--- src/rtl/core/alb_pkg.sv ---
// Shared types and constants for the ambient light brightness filter.
// No dependencies.
`default_nettype none

package alb_pkg;

    localparam int SAMPLE_W = 12;
    localparam int STEP_W   = 12;
    localparam int BRIGHT_W = 8;
    localparam int ADDR_W   = 4;
    localparam int DATA_W   = 32;

    localparam int DEPTH_DEFAULT       = 16;
    localparam int SAMPLE_BITS_DEFAULT = 12;

    localparam logic [SAMPLE_W-1:0] FULL_SCALE_RESET = 12'd3300;
    localparam logic [STEP_W-1:0]   STEP_RESET       = 12'd16;
    localparam logic [BRIGHT_W-1:0] BASE_RESET       = 8'd10;

    typedef enum logic [1:0] {
        REG_FULL_SCALE = 2'd0,
        REG_STEP       = 2'd1,
        REG_BASE       = 2'd2
    } t_reg_idx;

    typedef struct packed {
        logic [SAMPLE_W-1:0] full_scale;
        logic [STEP_W-1:0]   step;
        logic [BRIGHT_W-1:0] base;
    } t_cfg;

endpackage

`default_nettype wire

--- src/rtl/core/alb_serial_div.sv ---
// Bit-serial restoring divider, one quotient bit per cycle.
// Uses no package; zero divisor yields an all-ones quotient.
`default_nettype none

module alb_serial_div #(
    parameter int W  = 17,
    parameter int DW = 12
) (
    input  wire logic          i_clk,
    input  wire logic          i_rst_n,
    input  wire logic          i_start,
    input  wire logic [W-1:0]  i_dividend,
    input  wire logic [DW-1:0] i_divisor,
    output logic               o_done,
    output logic [W-1:0]       o_quot
);

    localparam int CNW = $clog2(W + 1);

    logic [CNW-1:0] r_cnt;
    logic [DW-1:0]  r_rem;
    logic [DW-1:0]  r_div;
    logic [W-1:0]   r_quot;
    logic           r_done;

    logic [DW:0] n_trial;
    logic [DW:0] n_diff;
    logic        n_bit;

    always_comb begin
        n_trial = {r_rem, r_quot[W-1]};
        n_diff  = n_trial - {1'b0, r_div};
        n_bit   = (n_trial >= {1'b0, r_div});
    end

    always_ff @(posedge i_clk) begin
        if (!i_rst_n) begin
            r_cnt  <= '0;
            r_done <= 1'b0;
        end else begin
            r_done <= 1'b0;
            if (i_start) begin
                r_cnt  <= CNW'(W);
                r_rem  <= '0;
                r_div  <= i_divisor;
                r_quot <= i_dividend;
            end else if (r_cnt != '0) begin
                r_cnt  <= r_cnt - 1'b1;
                r_rem  <= n_bit ? n_diff[DW-1:0] : n_trial[DW-1:0];
                r_quot <= {r_quot[W-2:0], n_bit};
                r_done <= (r_cnt == CNW'(1));
            end
        end
    end

    assign o_done = r_done;
    assign o_quot = r_quot;

endmodule

`default_nettype wire

--- src/rtl/core/alb_ring.sv ---
// Sample ring memory with running total, write slot and fill count.
// Depends on alb_pkg for the sample width.
`default_nettype none

module alb_ring
    import alb_pkg::*;
#(
    parameter int DEPTH = DEPTH_DEFAULT
) (
    input  wire logic                                   i_clk,
    input  wire logic                                   i_rst_n,
    input  wire logic                                   i_start,
    input  wire logic [SAMPLE_W-1:0]                    i_sample,
    output logic                                        o_done,
    output logic [SAMPLE_W+$clog2(DEPTH+1)-1:0]         o_total,
    output logic [$clog2(DEPTH+1)-1:0]                  o_fill
);

    localparam int CW = $clog2(DEPTH + 1);
    localparam int TW = SAMPLE_W + CW;
    localparam int SW = (DEPTH > 1) ? $clog2(DEPTH) : 1;

    logic [SAMPLE_W-1:0] r_mem [DEPTH];
    logic [SAMPLE_W-1:0] r_rd;
    logic [SAMPLE_W-1:0] r_sample;
    logic [SW-1:0]       r_slot;
    logic [CW-1:0]       r_fill;
    logic [TW-1:0]       r_total;
    logic                r_phase;
    logic                r_done;

    logic                n_full;
    logic [SAMPLE_W-1:0] n_old;

    // before the first wrap the slot has never been written, so it counts as zero
    always_comb begin
        n_full = (r_fill == CW'(DEPTH));
        n_old  = n_full ? r_rd : '0;
    end

    always_ff @(posedge i_clk) begin
        if (i_start) begin
            r_rd     <= r_mem[r_slot];
            r_sample <= i_sample;
        end
        if (r_phase) begin
            r_mem[r_slot] <= r_sample;
        end
    end

    always_ff @(posedge i_clk) begin
        if (!i_rst_n) begin
            r_slot  <= '0;
            r_fill  <= '0;
            r_total <= '0;
            r_phase <= 1'b0;
            r_done  <= 1'b0;
        end else begin
            r_phase <= i_start;
            r_done  <= r_phase;
            if (r_phase) begin
                r_total <= r_total - TW'(n_old) + TW'(r_sample);
                if (!n_full) begin
                    r_fill <= r_fill + 1'b1;
                end
                if (r_slot == SW'(DEPTH - 1)) begin
                    r_slot <= '0;
                end else begin
                    r_slot <= r_slot + 1'b1;
                end
            end
        end
    end

    assign o_done  = r_done;
    assign o_total = r_total;
    assign o_fill  = r_fill;

endmodule

`default_nettype wire

--- src/rtl/core/alb_apb_regs.sv ---
// APB register bank: full scale, step and base brightness.
// Depends on alb_pkg for register indexes, reset values and t_cfg.
`default_nettype none

module alb_apb_regs
    import alb_pkg::*;
(
    input  wire logic              i_clk,
    input  wire logic              i_rst_n,
    input  wire logic              psel,
    input  wire logic              penable,
    input  wire logic              pwrite,
    input  wire logic [ADDR_W-1:0] paddr,
    input  wire logic [DATA_W-1:0] pwdata,
    output logic [DATA_W-1:0]      prdata,
    output logic                   pready,
    output t_cfg                   o_cfg
);

    t_cfg     r_cfg;
    t_reg_idx n_idx;
    logic     n_wr;

    always_comb begin
        n_idx = t_reg_idx'(paddr[ADDR_W-1:2]);
        n_wr  = psel && penable && pwrite;
    end

    always_ff @(posedge i_clk) begin
        if (!i_rst_n) begin
            r_cfg.full_scale <= FULL_SCALE_RESET;
            r_cfg.step       <= STEP_RESET;
            r_cfg.base       <= BASE_RESET;
        end else if (n_wr) begin
            unique case (n_idx)
                REG_FULL_SCALE: r_cfg.full_scale <= pwdata[SAMPLE_W-1:0];
                REG_STEP:       r_cfg.step       <= pwdata[STEP_W-1:0];
                REG_BASE:       r_cfg.base       <= pwdata[BRIGHT_W-1:0];
                default: ;
            endcase
        end
    end

    always_comb begin
        unique case (n_idx)
            REG_FULL_SCALE: prdata = DATA_W'(r_cfg.full_scale);
            REG_STEP:       prdata = DATA_W'(r_cfg.step);
            REG_BASE:       prdata = DATA_W'(r_cfg.base);
            default:        prdata = '0;
        endcase
    end

    assign pready = 1'b1;
    assign o_cfg  = r_cfg;

endmodule

`default_nettype wire

--- src/rtl/core/ambient_light_brightness_filter.sv ---
// Top level of the ambient light brightness filter.
// Depends on alb_pkg, alb_apb_regs, alb_ring and alb_serial_div.
//
// Each accepted sample word goes into a ring of the last FILTER_DEPTH readings
// and gives one result word: the truncated mean, the display brightness
// (full_scale - mean) / step + base, saturated to 255 and never below base, and
// a flag set when the brightness differs from the previous result. One word is
// processed at a time, through the ring update and then the shared bit-serial
// divider, which runs once for the mean and once for the scaling. A new sample
// may be accepted while the previous result is still stalled in the output
// register. The ring is cleared at reset through the fill count, so no clearing
// pass is needed. Registers are to be written over APB only while idle; the
// block itself does not enforce this.
`default_nettype none

module ambient_light_brightness_filter
    import alb_pkg::*;
#(
    parameter int FILTER_DEPTH = DEPTH_DEFAULT,
    parameter int SAMPLE_BITS  = SAMPLE_BITS_DEFAULT
) (
    input  wire logic                i_clk,
    input  wire logic                i_rst_n,
    input  wire logic                i_valid,
    output logic                     o_stall,
    input  wire logic [SAMPLE_W-1:0] i_sample_mv,
    output logic                     o_valid,
    input  wire logic                i_stall,
    output logic [SAMPLE_W-1:0]      o_average_mv,
    output logic [BRIGHT_W-1:0]      o_brightness,
    output logic                     o_brightness_changed,
    input  wire logic                psel,
    input  wire logic                penable,
    input  wire logic                pwrite,
    input  wire logic [ADDR_W-1:0]   paddr,
    input  wire logic [DATA_W-1:0]   pwdata,
    output logic [DATA_W-1:0]        prdata,
    output logic                     pready
);

    localparam int CW = $clog2(FILTER_DEPTH + 1);
    localparam int TW = SAMPLE_W + CW;
    localparam int DW = (CW > STEP_W) ? CW : STEP_W;
    localparam logic [SAMPLE_W-1:0] SMASK = (SAMPLE_BITS >= SAMPLE_W) ? '1 :
        SAMPLE_W'((1 << SAMPLE_BITS) - 1);

    typedef enum logic [2:0] {
        S_IDLE,
        S_RING,
        S_AVG,
        S_SCALE,
        S_OUT
    } t_state;

    t_state r_state;
    t_cfg   cfg;

    logic                ring_start;
    logic                ring_done;
    logic [TW-1:0]       ring_total;
    logic [CW-1:0]       ring_fill;

    logic                div_start;
    logic                div_done;
    logic [TW-1:0]       div_dividend;
    logic [DW-1:0]       div_divisor;
    logic [TW-1:0]       div_quot;

    logic [SAMPLE_W-1:0] r_avg;
    logic [BRIGHT_W-1:0] r_bright;
    logic [BRIGHT_W-1:0] r_last;
    logic                r_out_valid;
    logic [SAMPLE_W-1:0] r_out_avg;
    logic [BRIGHT_W-1:0] r_out_bright;
    logic                r_out_changed;

    logic [SAMPLE_W-1:0] n_diff;
    logic [BRIGHT_W:0]   n_sum;
    logic [BRIGHT_W-1:0] n_bright;
    logic                n_out_load;

    alb_apb_regs u_regs (
        .i_clk   (i_clk),
        .i_rst_n (i_rst_n),
        .psel    (psel),
        .penable (penable),
        .pwrite  (pwrite),
        .paddr   (paddr),
        .pwdata  (pwdata),
        .prdata  (prdata),
        .pready  (pready),
        .o_cfg   (cfg)
    );

    alb_ring #(
        .DEPTH (FILTER_DEPTH)
    ) u_ring (
        .i_clk    (i_clk),
        .i_rst_n  (i_rst_n),
        .i_start  (ring_start),
        .i_sample (i_sample_mv & SMASK),
        .o_done   (ring_done),
        .o_total  (ring_total),
        .o_fill   (ring_fill)
    );

    alb_serial_div #(
        .W  (TW),
        .DW (DW)
    ) u_div (
        .i_clk      (i_clk),
        .i_rst_n    (i_rst_n),
        .i_start    (div_start),
        .i_dividend (div_dividend),
        .i_divisor  (div_divisor),
        .o_done     (div_done),
        .o_quot     (div_quot)
    );

    always_comb begin
        o_stall    = !i_rst_n || (r_state != S_IDLE);
        ring_start = i_valid && !o_stall;
        div_start  = ((r_state == S_RING) && ring_done) || ((r_state == S_AVG) && div_done);
        n_out_load = (r_state == S_OUT) && (!r_out_valid || !i_stall);

        n_diff = (cfg.full_scale > div_quot[SAMPLE_W-1:0]) ?
                 (cfg.full_scale - div_quot[SAMPLE_W-1:0]) : '0;

        if (r_state == S_RING) begin
            div_dividend = ring_total;
            div_divisor  = DW'(ring_fill);
        end else begin
            div_dividend = TW'(n_diff);
            div_divisor  = DW'(cfg.step);
        end

        n_sum    = {1'b0, div_quot[BRIGHT_W-1:0]} + {1'b0, cfg.base};
        n_bright = ((|div_quot[TW-1:BRIGHT_W]) || n_sum[BRIGHT_W]) ? '1 : n_sum[BRIGHT_W-1:0];
    end

    always_ff @(posedge i_clk) begin
        if (!i_rst_n) begin
            r_state     <= S_IDLE;
            r_out_valid <= 1'b0;
            r_last      <= BASE_RESET;
        end else begin
            if (n_out_load) begin
                r_out_valid <= 1'b1;
            end else if (r_out_valid && !i_stall) begin
                r_out_valid <= 1'b0;
            end
            unique case (r_state)
                S_IDLE: begin
                    if (ring_start) begin
                        r_state <= S_RING;
                    end
                end
                S_RING: begin
                    if (ring_done) begin
                        r_state <= S_AVG;
                    end
                end
                S_AVG: begin
                    if (div_done) begin
                        r_avg   <= div_quot[SAMPLE_W-1:0];
                        r_state <= S_SCALE;
                    end
                end
                S_SCALE: begin
                    if (div_done) begin
                        r_bright <= n_bright;
                        r_state  <= S_OUT;
                    end
                end
                S_OUT: begin
                    if (n_out_load) begin
                        r_out_avg     <= r_avg;
                        r_out_bright  <= r_bright;
                        r_out_changed <= (r_bright != r_last);
                        r_last        <= r_bright;
                        r_state       <= S_IDLE;
                    end
                end
                default: r_state <= S_IDLE;
            endcase
        end
    end

    assign o_valid              = r_out_valid;
    assign o_average_mv         = r_out_avg;
    assign o_brightness         = r_out_bright;
    assign o_brightness_changed = r_out_changed;

endmodule

`default_nettype wire

--- config.mk ---
export PLATFORM = sky130hd
export DESIGN_NAME = ambient_light_brightness_filter
export DESIGN_NICKNAME = d
export VERILOG_FILES = /design/src/rtl/core/alb_pkg.sv /design/src/rtl/core/alb_serial_div.sv /design/src/rtl/core/alb_ring.sv /design/src/rtl/core/alb_apb_regs.sv /design/src/rtl/core/ambient_light_brightness_filter.sv
export SDC_FILE = /design/constraint.sdc
export NUM_CORES = 1
export LEC_CHECK = 0
export BUFFER_PORTS_ARGS = -buffer_cell sky130_fd_sc_hd__clkbuf_2
export CAP_MARGIN = 20
export CORE_MARGIN = 2
export CORE_UTILIZATION = 40
export CTS_CLUSTER_DIAMETER = 40
export DETAILED_ROUTE_END_ITERATION = 16
export PLACE_DENSITY = 0.65
export SYNTH_ARGS = -nofsm -noshare
export SYNTH_HDL_FRONTEND = slang
export SYNTH_SLANG_ARGS = --single-unit
export TNS_END_PERCENT = 5
--- constraint.sdc ---
create_clock -name i_clk -period 10 [get_ports i_clk]
set_clock_uncertainty 0.05 [all_clocks]
set_input_delay 2 -clock i_clk [delete_from_list [all_inputs] [get_ports i_clk]]
set_output_delay 2 -clock i_clk [all_outputs]
set_load 0.02 [all_outputs]
==> results.tsv, run 1 <==
stage	metric	value	unit
floorplanning	Starting Density	40.47	%
sta	fin crit period	5.604	ns
worst_setup_path	worst path required time	7.95	ns
worst_setup_path	crit path max fanout	63	
floorplanning	die width	212.5	um
place	Post-DP Area	18270	sq um
clocking	H-tree depth	2	
global_routing	initial antenna violation count	0	
global_routing	first-pass GRT wire length	57.57	mm
clocking	clock slew at reported path FFs	0.05	ns
sta	Tcrit/Tclk final	56.04	%
synthesis	Post-Syn Instances	1312	
synthesis	EDFF count, synth	298	
detailed_routing	via density per instance	5.181	
synthesis	Yosys cell types	66	
detailed_routing	detailed-route wire length	36.43	mm
floorplanning	Die H	212.5	um
sta	Fin. Hold Viols	0	
detailed_routing	vias	10400	
worst_setup_path	WS Path Type	in2out	
worst_setup_path	R2R depth	15	
sta	final setup margin	4.396	ns
clocking	CTS tree	done	
global_routing	largest net degree at the start of global routing	64	
floorplanning	Top Ports	111	
place	gp weighted congestion	0.8696	
global_routing	Overall Global Routing Usage	16.46	%
finish	nets	1514	
sta	fin. max-slew vios	0	
finish	fillers	3863	
job	max_cap viols	0	
pwr	pwr/cell area	226.1	nW/um^2
finish	Area growth, synth to finish	14.88	%
detailed_routing	1st-iter DRT viols	900	
clocking	Root Buffer	clkbuf_16	
pwr	Worst VDD drop	0.1739	mV
synthesis	Yosys warnings	0	
global_routing	total grt overflow	0	
clocking	Hold Buf Count CTS	0	
outcome	status	completed	
clocking	Post CTS Setup Buffer Count	0	
synthesis	Async S/R FF share, synth	0	%
global_routing	vias in the first global route	10510	
synthesis	top_reg_cell synth	edfxtp_1	
detailed_routing	# DRC	0	
sta	worst-margin pin slew	1.064	ns
sta	Slew HR	28.65	%
worst_setup_path	Crit. End Element	output port	
min_path	Hold Path Stages	0	
synthesis	synthesized area	17390	sq um
place	Port Buffers	67	
synthesis	Seq/Total Area, Yosys	60.42	%
finish	layout cell share with drive strength beyond 1	17.22	%
sta	final setup fails	0	
min_path	Hold WC Path Type	reg2reg	
sta	Fin Setup TNS	0	ns
finish	Post-Layout Inst Area	19980	sq um
worst_setup_path	r2r endpoint	u_ring.o_total[15]	
worst_setup_path	Worst Path Arrival	3.55	ns
floorplanning	Die ar.	45170	sq um
clocking	Clock Path Buffers	3	
min_path	Hold Path Origin	r_avg[5]	
worst_setup_path	FF-to-FF setup slack	6.33	ns
detailed_routing	DR WL/cell	18.14	um
sta	Min Hold Slack	0.3637	ns
synthesis	mean area per synthesized cell	13.26	sq um
worst_setup_path	critical register-to-register path startpoint	u_ring.o_fill[1]	
sta	RSZ-0062 raised after global routing	no	
pwr	Leakage Power	7.254	nW
sta	highest clock rate	178.4	MHz
clocking	TritonCTS buffer count	48	
floorplanning	Site Rows	76	
place	post-DP HPWL	23.50	mm
finish	Diodes inserted	0	
min_path	Hold Path Sink	o_average_mv[5]	
clocking	# resized after CTS	0	
clocking	Worst-Skew Late Latency	0.56	ns
detailed_routing	post-route ant nets	0	
place	dpl ws	4.340	ns
detailed_routing	Pre-antenna DRT Iters	5	
clocking	Num Clock Sinks	376	
worst_setup_path	Startpoint Class	primary input	
synthesis	post-synthesis register bit count	376	
floorplanning	core area	42980	sq um
## critical path, cell delays in order
cell	delay [ns]
clkbuf_2	0.41
inv_2	0.13
buf_4	0.59
nor2_1	0.14
nand2_1	0.10
clkbuf_2	0.16
## metrics by stage
step	instances	total power, W	utilization [%]
after floorplan	1331	0.002602	-
after global placement	1918	0.002756	42.50
after detailed placement	1918	0.002780	42.50
after CTS	2005	0.004544	46.35
after global routing	2008	0.004733	46.49
final	2008	0.004517	46.49
## registers in the layout, summed over array words and instances (netlist names), 8 cells and up
register and flops:
o_average_mv 12, o_brightness 8, r_avg 12, r_bright 8, r_last 8, u_div.o_quot 17, u_div.r_div 12, u_div.r_rem 12
u_regs.o_cfg 32, u_ring.o_total 17, u_ring.r_mem 192, u_ring.r_rd 12, u_ring.r_sample 12
## cell usage after synthesis, drive strengths merged, types with 14 or more instances
| cell | instances | area, sq um |
|---|---|---|
| buf | 43 | 272.8 |
| xor2 | 20 | 175.2 |
| dfxtp | 78 | 1562 |
| mux2i | 28 | 280.3 |
| o21ai | 38 | 190.2 |
| edfxtp | 298 | 8949 |
| nor2 | 72 | 270.3 |
| nand2 | 123 | 461.7 |
| xnor2 | 24 | 210.2 |
| fa | 15 | 300.3 |
| nor3 | 20 | 105.1 |
| ha | 58 | 725.7 |
| mux4 | 60 | 1351 |
| a211oi | 14 | 135.1 |
| nor2b | 22 | 137.6 |
| clkbuf | 34 | 127.6 |
| a21oi | 72 | 360.4 |
| nand3 | 38 | 190.2 |
| inv | 95 | 356.6 |
| and2 | 30 | 187.7 |
## cell usage in the layout (no fill, tap or decap), drive strengths merged, types with 10 or more instances in the layout
cell type  instances
a211oi            14
a21o              13
a21oi             72
a221oi            10
and2              30
buf               15
clkbuf           125
clkinv            13
conb              21
dfxtp             78
edfxtp           298
fa                15
ha                58
inv              102
mux2i             28
mux4              60
nand2            123
nand3             38
nor2              72
nor2b             22
nor3              20
o21ai             38
xnor2             24
xor2              20
## kinds of logic after synthesis
| family | after synthesis | synth area share, % |
|---|---|---|
| muxes | 94 | 9.768 |
| AOI/OAI and AO/OA | 191 | 7.359 |
| adders and majority gates | 73 | 5.898 |
| DFF | 376 | 60.42 |
| and+or+nand+nor | 360 | 9.941 |
| xor gates and xnor gates | 44 | 2.216 |
| other | 2 | 0.04318 |
| buffers and inverters | 172 | 4.352 |
## power breakdown
| part | switching, W | total (W) | internal [W] |
|---|---|---|---|
| clock | 0.000668 | 0.00176 | 0.00109 |
| sequential | 0.0000712 | 0.00188 | 0.00181 |
| combinational | 0.000495 | 0.000873 | 0.000378 |
## routing by layer
metal / track usage [%] / vias up / part of all wire, %
met3: 3.176 / 67 / 5.3
met5: 0 / - / 0
met1: 21.91 / 5134 / 44
li1: - / 4954 / -
met2: 27.53 / 249 / 48
met4: 4.654 / 0 / 2.1
## worst max-delay path by stage
stage | start | end | slack [ns] | cells after the start
CTS | i_rst_n | o_stall | 4.35 | 6
global placement | i_rst_n | o_stall | 4.37 | 6
detailed placement | i_rst_n | o_stall | 4.34 | 6
finish | i_rst_n | o_stall | 4.40 | 6
floorplan | paddr[3] | prdata[0] | 4.71 | 4
global route | i_rst_n | o_stall | 4.26 | 6
## cell type report
class	count	area [sq um]	area share [%]
Sequential cell	376	10520	52.62
Multi-Input combinational cell	783	6236	31.21
Clock buffer	58	1301	6.512
Tap cell	585	732.0	3.663
Timing Repair Buffer	82	484.2	2.423
Clock inverter	29	356.6	1.785
Inverter	95	356.6	1.785
No activity file was read; power rests on OpenSTA's default activity.
==> inputs of run 2 (changes only) <==
Clock period 10 ns to 5.7 ns, I/O delays scaled along.
==> run 2 against run 1 <==
Clock power grew 65%. Critical endpoint is now prdata[4]. Via count shrank 0.18%. Flip-flop and latch count stayed put. Routed wire length fell by 0.16%. First-iteration DRC count decreased by 23%. Final cell count hardly changed. Die area is the same. Sequential share of layout area grew 0.34 points. Global-route usage grew 0.13 points. Setup slack worse by 2.5 ns. Sequential power grew 77%.
==> results.tsv, run 2 (synthesis gave the netlist of run 1 again) <==
stage	metric	value	unit	change
worst_setup_path	cell family with the largest share of critical-path delay	simple AND/OR/NAND/NOR gates		was buffers and inverters
finish	most frequent cells in the layout	298 x edfxtp_1, 123 x nand2_1, 94 x inv_1		unchanged
worst_setup_path	CP max stage delay	0.62	ns	was 0.59 ns
global_routing	vias in the first global route	10520		was 10.51k
sta	fin. max-slew vios	0		unchanged
floorplanning	die width	212.5	um	unchanged
finish	Reg area	10520	sq um	unchanged
detailed_routing	via density per instance	5.169		was 5.181
worst_setup_path	Crit path buffers/inverters	2		was 4
clocking	Root Buffer	clkbuf_16		unchanged
worst_setup_path	Worst Path Arrival	2.57	ns	was 3.55 ns
finish	nets	1513		was 1514
min_path	Hold Path Sink	o_average_mv[0]		was o_average_mv[5]
place	post-DP HPWL	23.37	mm	was 23.50 mm
worst_setup_path	Startpoint Class	primary input		unchanged
min_path	Hold Path Stages	0		unchanged
pwr	Int Pwr	0.005545	W	was 0.003283 W
pwr	pwr/cell area	389.2	nW/um^2	was 226.1 nW/um^2
sta	fin crit period	3.756	ns	
detailed_routing	# DRC	0		unchanged
pwr	Switching Share	28.24	%	was 27.33%
outcome	status	completed		unchanged
sta	worst-margin pin slew	1.062	ns	was 1.064 ns
pwr	sequential power share	42.9	%	was 41.7%
min_path	Hold Path Origin	r_avg[0]		was r_avg[5]
worst_setup_path	Crit. End Element	output port		unchanged
pwr	clock network power share	37.5	%	was 39.0%
clocking	Num Clock Sinks	376		unchanged
detailed_routing	DR WL/cell	18.11	um	was 18.14 um
sta	Fin Setup TNS	0	ns	unchanged
worst_setup_path	worst path required time	4.51	ns	was 7.95 ns
worst_setup_path	R2R depth	15		unchanged
job	max_cap viols	0		unchanged
sta	Tcrit/Tclk final	65.90	%	
sta	RSZ-0062 raised after global routing	no		unchanged
finish	fillers	3831		was 3863
detailed_routing	vias	10390		was 10.40k
clocking	Post CTS Setup Buffer Count	0		unchanged
worst_setup_path	Slowest-stage cell, CP	nor2b_1		was buf_4
worst_setup_path	WS Path Type	in2out		unchanged
floorplanning	Die ar.	45170	sq um	unchanged
worst_setup_path	CP Cell Sequence	clkbuf_2 > nor2b_1 > nand2_1 > o21ai_0 > clkbuf_2		was clkbuf_2 > inv_2 > buf_4 > nor2_1 > nand2_1 > clkbuf_2
floorplanning	Top Ports	111		unchanged
global_routing	largest net degree at the start of global routing	54		was 64
finish	Top reg by flops	u_ring.r_mem		unchanged
pwr	Worst VDD drop	0.2743	mV	was 0.1739 mV
clocking	# resized after CTS	0		unchanged
clocking	TritonCTS buffer count	47		was 48
finish	most common cell after layout, fill and taps aside	edfxtp_1		unchanged
detailed_routing	Pre-antenna DRT Iters	5		unchanged
finish	Post-Layout Inst Area	19860	sq um	was 19980 sq um
sta	highest clock rate	266.2	MHz	
global_routing	first-pass GRT wire length	57.84	mm	was 57.57 mm
global_routing	Overall Global Routing Usage	16.59	%	was 16.46%
clocking	H-tree depth	2		unchanged
worst_setup_path	crit path max fanout	25		was 63
finish	Diodes inserted	0		unchanged
worst_setup_path	r2r endpoint	u_ring.o_total[15]		unchanged
clocking	clock slew at reported path FFs	0.06	ns	was 0.05 ns
pwr	Psw	0.002183	W	was 0.001234 W
finish	area of the multi-input gates	6236	sq um	unchanged
sta	final setup fails	0		unchanged
worst_setup_path	critical register-to-register path startpoint	u_ring.o_fill[0]		was u_ring.o_fill[1]
detailed_routing	1st-iter DRT viols	690		was 900
detailed_routing	detailed-route wire length	36.38	mm	was 36.43 mm
min_path	Hold WC Path Type	reg2reg		unchanged
clocking	CTS tree	done		unchanged
pwr	Gate power share	19.6	%	was 19.3%
floorplanning	Starting Density	40.47	%	unchanged
detailed_routing	post-route ant nets	0		unchanged
floorplanning	Site Rows	76		unchanged
pwr	Leakage Power	7.200	nW	was 7.254 nW
place	Post-DP Area	18270	sq um	about the same
sta	Fin. Hold Viols	0		unchanged
worst_setup_path	CP most frequent cell	clkbuf_2		unchanged
finish	max FFs per register	192		unchanged
finish	Area growth, synth to finish	14.15	%	was 14.88%
place	gp weighted congestion	0.8759		was 0.8696
sta	Slew HR	28.80	%	was 28.65%
place	Port Buffers	67		unchanged
floorplanning	core area	42980	sq um	unchanged
worst_setup_path	FF-to-FF setup slack	1.95	ns	was 6.33 ns
global_routing	total grt overflow	0		unchanged
global_routing	initial antenna violation count	0		unchanged
clocking	Clock Path Buffers	3		unchanged
finish	layout cell share with drive strength beyond 1	17.21	%	was 17.22%
floorplanning	Die H	212.5	um	unchanged
clocking	Worst-Skew Late Latency	0.56	ns	about the same
clocking	Hold Buf Count CTS	0		unchanged
[run 2: changes by cell type in the layout (fill, tap and decap cells not counted), sizes merged]
cell | previous run | this run
clkbuf | 125 | 124
bufinv | 6 | 2
clkinv | 13 | 14
buf | 15 | 14
inv | 102 | 108
[run 2: metal layers]
metal	vias to the layer above	track usage (%)	part of all wire [%]
li1	4967	-	-
met1	5077	22.16	44
met2	285	27.94	48
met3	56	3.102	5.7
met4	0	4.220	1.8
met5	-	0	0
[run 2: power by group through the flow]
| stage | logic (W) | clock network, W | registers [W] |
|---|---|---|---|
| 2_1_floorplan | 0.00125 | 0 | 0.00331 |
| 3_3_place_gp | 0.00146 | 0 | 0.00337 |
| 3_5_place_dp | 0.00150 | 0 | 0.00338 |
| 4_1_cts | 0.00151 | 0.00296 | 0.00332 |
| 5_1_grt | 0.00172 | 0.00306 | 0.00334 |
| 6_report | 0.00152 | 0.00290 | 0.00332 |
[run 2: cell type report]
class / count / area share, %
clock buffers: 56 / 6.352
clock inverters: 32 / 1.449
inverters: 95 / 1.796
multi-input cells: 783 / 31.41
flip-flops and latches: 376 / 52.96
well taps: 585 / 3.686
repair buffers: 82 / 2.350
[run 2: per-stage QoR]
stage               power (W)  hold WS (ns)  cells  util, %  worst slack, ns
finish               0.007728        0.3695   2009    46.20            1.944
global route         0.008116        0.3731   2009    46.20            1.670
CTS                  0.007784        0.3683   2007    46.12            1.954
detailed placement   0.004874        0.3545   1919    42.51            1.869
global placement     0.004835        0.3525   1919    42.51            1.910
floorplan            0.004565        0.3503   1331        -            1.791
[run 2: worst max-delay path by stage]
stage                     startpoint                  to  slack [ns]  cells past startpoint
floorplan                    i_rst_n     u_div.o_quot[0]        1.79                      5
global placement             i_rst_n      u_div.r_rem[9]        1.91                      4
detailed placement           i_rst_n      u_div.r_rem[7]        1.87                      4
CTS                         paddr[3]           prdata[3]        1.95                      5
global route        u_ring.o_fill[0]  u_ring.o_total[15]        1.67                     15
finish                      paddr[3]           prdata[4]        1.94                      5
==> inputs of run 3 (changes only) <==
Clock period 5.7 ns to 3.6 ns, I/O delays scaled along.
==> run 3 against run 2 <==
Critical path depth up 10. Global-route usage up 0.40 points. Final cell count up 1.4%. First-iteration DRC count up 4.1%. Sequential share of layout area down 0.86 points.
==> results.tsv, run 3 (synthesis gave the netlist of run 1 again) <==
stage	metric	value	unit	change
sta	Slew HR	28.24	%	was 28.80%
worst_setup_path	r2r endpoint	u_ring.o_total[15]		unchanged
worst_setup_path	CP Launch Point	u_ring.o_fill[0]		was paddr[3]
global_routing	total grt overflow	0		unchanged
detailed_routing	# DRC	0		unchanged
worst_setup_path	Slowest-stage cell, CP	fa_1		was nor2b_1
sta	Tcrit/Tclk final	94.83	%	
clocking	CTS tree	done		unchanged
worst_setup_path	CP max stage delay	0.47	ns	was 0.62 ns
detailed_routing	Pre-antenna DRT Iters	5		unchanged
pwr	Leakage Power	7.377	nW	was 7.200 nW
pwr	Psw	0.003462	W	was 0.002183 W
clocking	Num Clock Sinks	376		unchanged
finish	Diodes inserted	0		unchanged
finish	layout cell share with drive strength beyond 1	19.63	%	was 17.21%
global_routing	first-pass GRT wire length	58.73	mm	was 57.84 mm
finish	Area growth, synth to finish	16.06	%	was 14.15%
pwr	clock network power share	38.1	%	was 37.5%
finish	nets	1544		was 1513
clocking	Worst-Skew Late Latency	0.57	ns	was 0.56 ns
outcome	status	completed		unchanged
worst_setup_path	CP Cell Sequence	inv_1 > ha_1 > nor4bb_4 > buf_6 > and2_1 > fa_1 > inv_1 > ha_1 > a21o_1 > a21o_1 > a21oi_1 > o21ai_0 > a31oi_2 > mux2_1 > o31ai_1		was clkbuf_2 > nor2b_1 > nand2_1 > o21ai_0 > clkbuf_2
sta	fin crit period	3.414	ns	
floorplanning	die width	212.5	um	unchanged
finish	max FFs per register	192		unchanged
finish	fin cells	2037		was 2009
worst_setup_path	critical register-to-register path startpoint	u_ring.o_fill[0]		unchanged
detailed_routing	via density per instance	5.179		was 5.169
worst_setup_path	Worst Path Arrival	3.85	ns	was 2.57 ns
detailed_routing	1st-iter DRT viols	718		was 690
pwr	Int Pwr	0.009026	W	was 0.005545 W
pwr	Switching Share	27.72	%	was 28.24%
worst_setup_path	WS Path Type	reg2reg		was in2out
pwr	Gate power share	20.0	%	was 19.6%
finish	Top reg by flops	u_ring.r_mem		unchanged
floorplanning	Top Ports	111		unchanged
place	post-DP HPWL	24.74	mm	was 23.37 mm
sta	fin. max-slew vios	0		unchanged
sta	worst-margin pin slew	1.075	ns	was 1.062 ns
floorplanning	Die ar.	45170	sq um	unchanged
worst_setup_path	Startpoint Class	flop		was primary input
floorplanning	Site Rows	76		unchanged
place	dpl ws	0.06828	ns	was 1.869 ns
clocking	Clock Path Buffers	3		unchanged
detailed_routing	vias	10550		was 10.39k
finish	final core utilization	46.97	%	was 46.20%
job	max_cap viols	0		unchanged
global_routing	initial antenna violation count	0		unchanged
clocking	Root Buffer	clkbuf_16		unchanged
clocking	TritonCTS buffer count	48		was 47
pwr	pwr/cell area	618.6	nW/um^2	was 389.2 nW/um^2
global_routing	largest net degree at the start of global routing	46		was 54
min_path	Hold WC Path Type	in2reg		was reg2reg
pwr	sequential power share	41.9	%	was 42.9%
worst_setup_path	FF-to-FF setup slack	0.19	ns	was 1.95 ns
global_routing	vias in the first global route	10670		was 10.52k
sta	final setup fails	0		unchanged
floorplanning	Starting Density	40.47	%	unchanged
pwr	Worst VDD drop	0.3595	mV	was 0.2743 mV
global_routing	Overall Global Routing Usage	17.00	%	was 16.59%
clocking	clock slew at reported path FFs	0.06	ns	about the same
finish	Reg area	10520	sq um	about the same
clocking	H-tree depth	2		unchanged
floorplanning	Die H	212.5	um	unchanged
finish	fillers	3822		was 3831
worst_setup_path	R2R depth	15		unchanged
finish	most common cell after layout, fill and taps aside	edfxtp_1		unchanged
pwr	Power, Total	0.01249	W	was 0.007728 W
sta	highest clock rate	292.9	MHz	
place	Port Buffers	67		unchanged
floorplanning	core area	42980	sq um	unchanged
sta	Fin. Hold Viols	0		unchanged
sta	final setup margin	0.1860	ns	was 1.944 ns
sta	Min Hold Slack	0.2701	ns	was 0.3695 ns
detailed_routing	detailed-route wire length	37.28	mm	was 36.38 mm
finish	area of the multi-input gates	6291	sq um	was 6236 sq um
detailed_routing	DR WL/cell	18.30	um	was 18.11 um
finish	most frequent cells in the layout	298 x edfxtp_1, 123 x nand2_1, 94 x inv_1		unchanged
place	gp weighted congestion	0.8622		was 0.8759
worst_setup_path	Crit. End Element	flop		was output port
worst_setup_path	crit path max fanout	7		was 25
place	Post-Place Cells	1949		was 1919
worst_setup_path	Worst Setup EP	u_ring.o_total[15]		was prdata[4]
detailed_routing	post-route ant nets	0		unchanged
worst_setup_path	worst path required time	4.04	ns	was 4.51 ns
-- run 3: cell types whose count changed in the layout (fill, tap and decap cells not counted), sizes merged --
cell	delta
clkinv	-4
inv	-5
clkinvlp	+3
bufinv	+3
buf	+31
-- run 3: final cells by class --
type | count | area share [%]
multi-input combinational | 783 | 31.16
clock buffer | 57 | 6.272
inverter | 95 | 1.766
sequential | 376 | 52.10
clock inverter | 29 | 1.673
timing repair buffer | 112 | 3.403
tap | 585 | 3.626
-- run 3: worst min-delay path by stage --
stage / start / endpoint / depth (start not counted)
after floorplan: r_avg[0] / o_average_mv[0] / 0
after global placement: r_avg[1] / o_average_mv[1] / 0
after detailed placement: r_avg[3] / o_average_mv[3] / 0
after CTS: i_sample_mv[11] / u_ring.r_sample[11] / 1
after global routing: i_sample_mv[1] / u_ring.r_sample[1] / 1
final: i_sample_mv[11] / u_ring.r_sample[11] / 1
-- run 3: worst max-delay path, delay by kind of cell (launching register included) --
family                     cells  cell delay, ns
buffers and inverters          3            0.26
muxes                          1            0.33
and+or+nand+nor                2            0.32
DFF                            1            0.35
adders and majority gates      3            0.98
AOI/OAI and AO/OA              6            1.01
-- run 3: what timing repair did --
action,in CTS,in global routing
endpoints found under the hold margin,0,0
setup endpoints to repair,0,8
resized for setup,0,17
buffers inserted,0,1
hold buffers,0,0
-- run 3: power by group through the flow --
stage	clock network [W]	logic (W)	registers, W
final	0.00476	0.00249	0.00524
after global routing	0.00505	0.00282	0.00527
after CTS	0.00486	0.00246	0.00524
after detailed placement	0	0.00244	0.00532
after global placement	0	0.00238	0.00531
after floorplan	0	0.00198	0.00524
-- run 3: per-layer routing --
layer / global-route usage, % / vias up / share of wire (%)
li1: - / 5006 / -
met3: 3.648 / 63 / 5.3
met1: 22.20 / 5216 / 44
met4: 5.836 / 0 / 2.9
met2: 28.13 / 265 / 48
met5: 0 / - / 0
-- run 3: stage by stage --
stage / TNS (ns) / cell area [sq um]
detailed placement: 0 / 18510
floorplan: 0 / 17470
CTS: 0 / 20110
global placement: 0 / 18510
finish: 0 / 20190
global route: -0.02940 / 20190
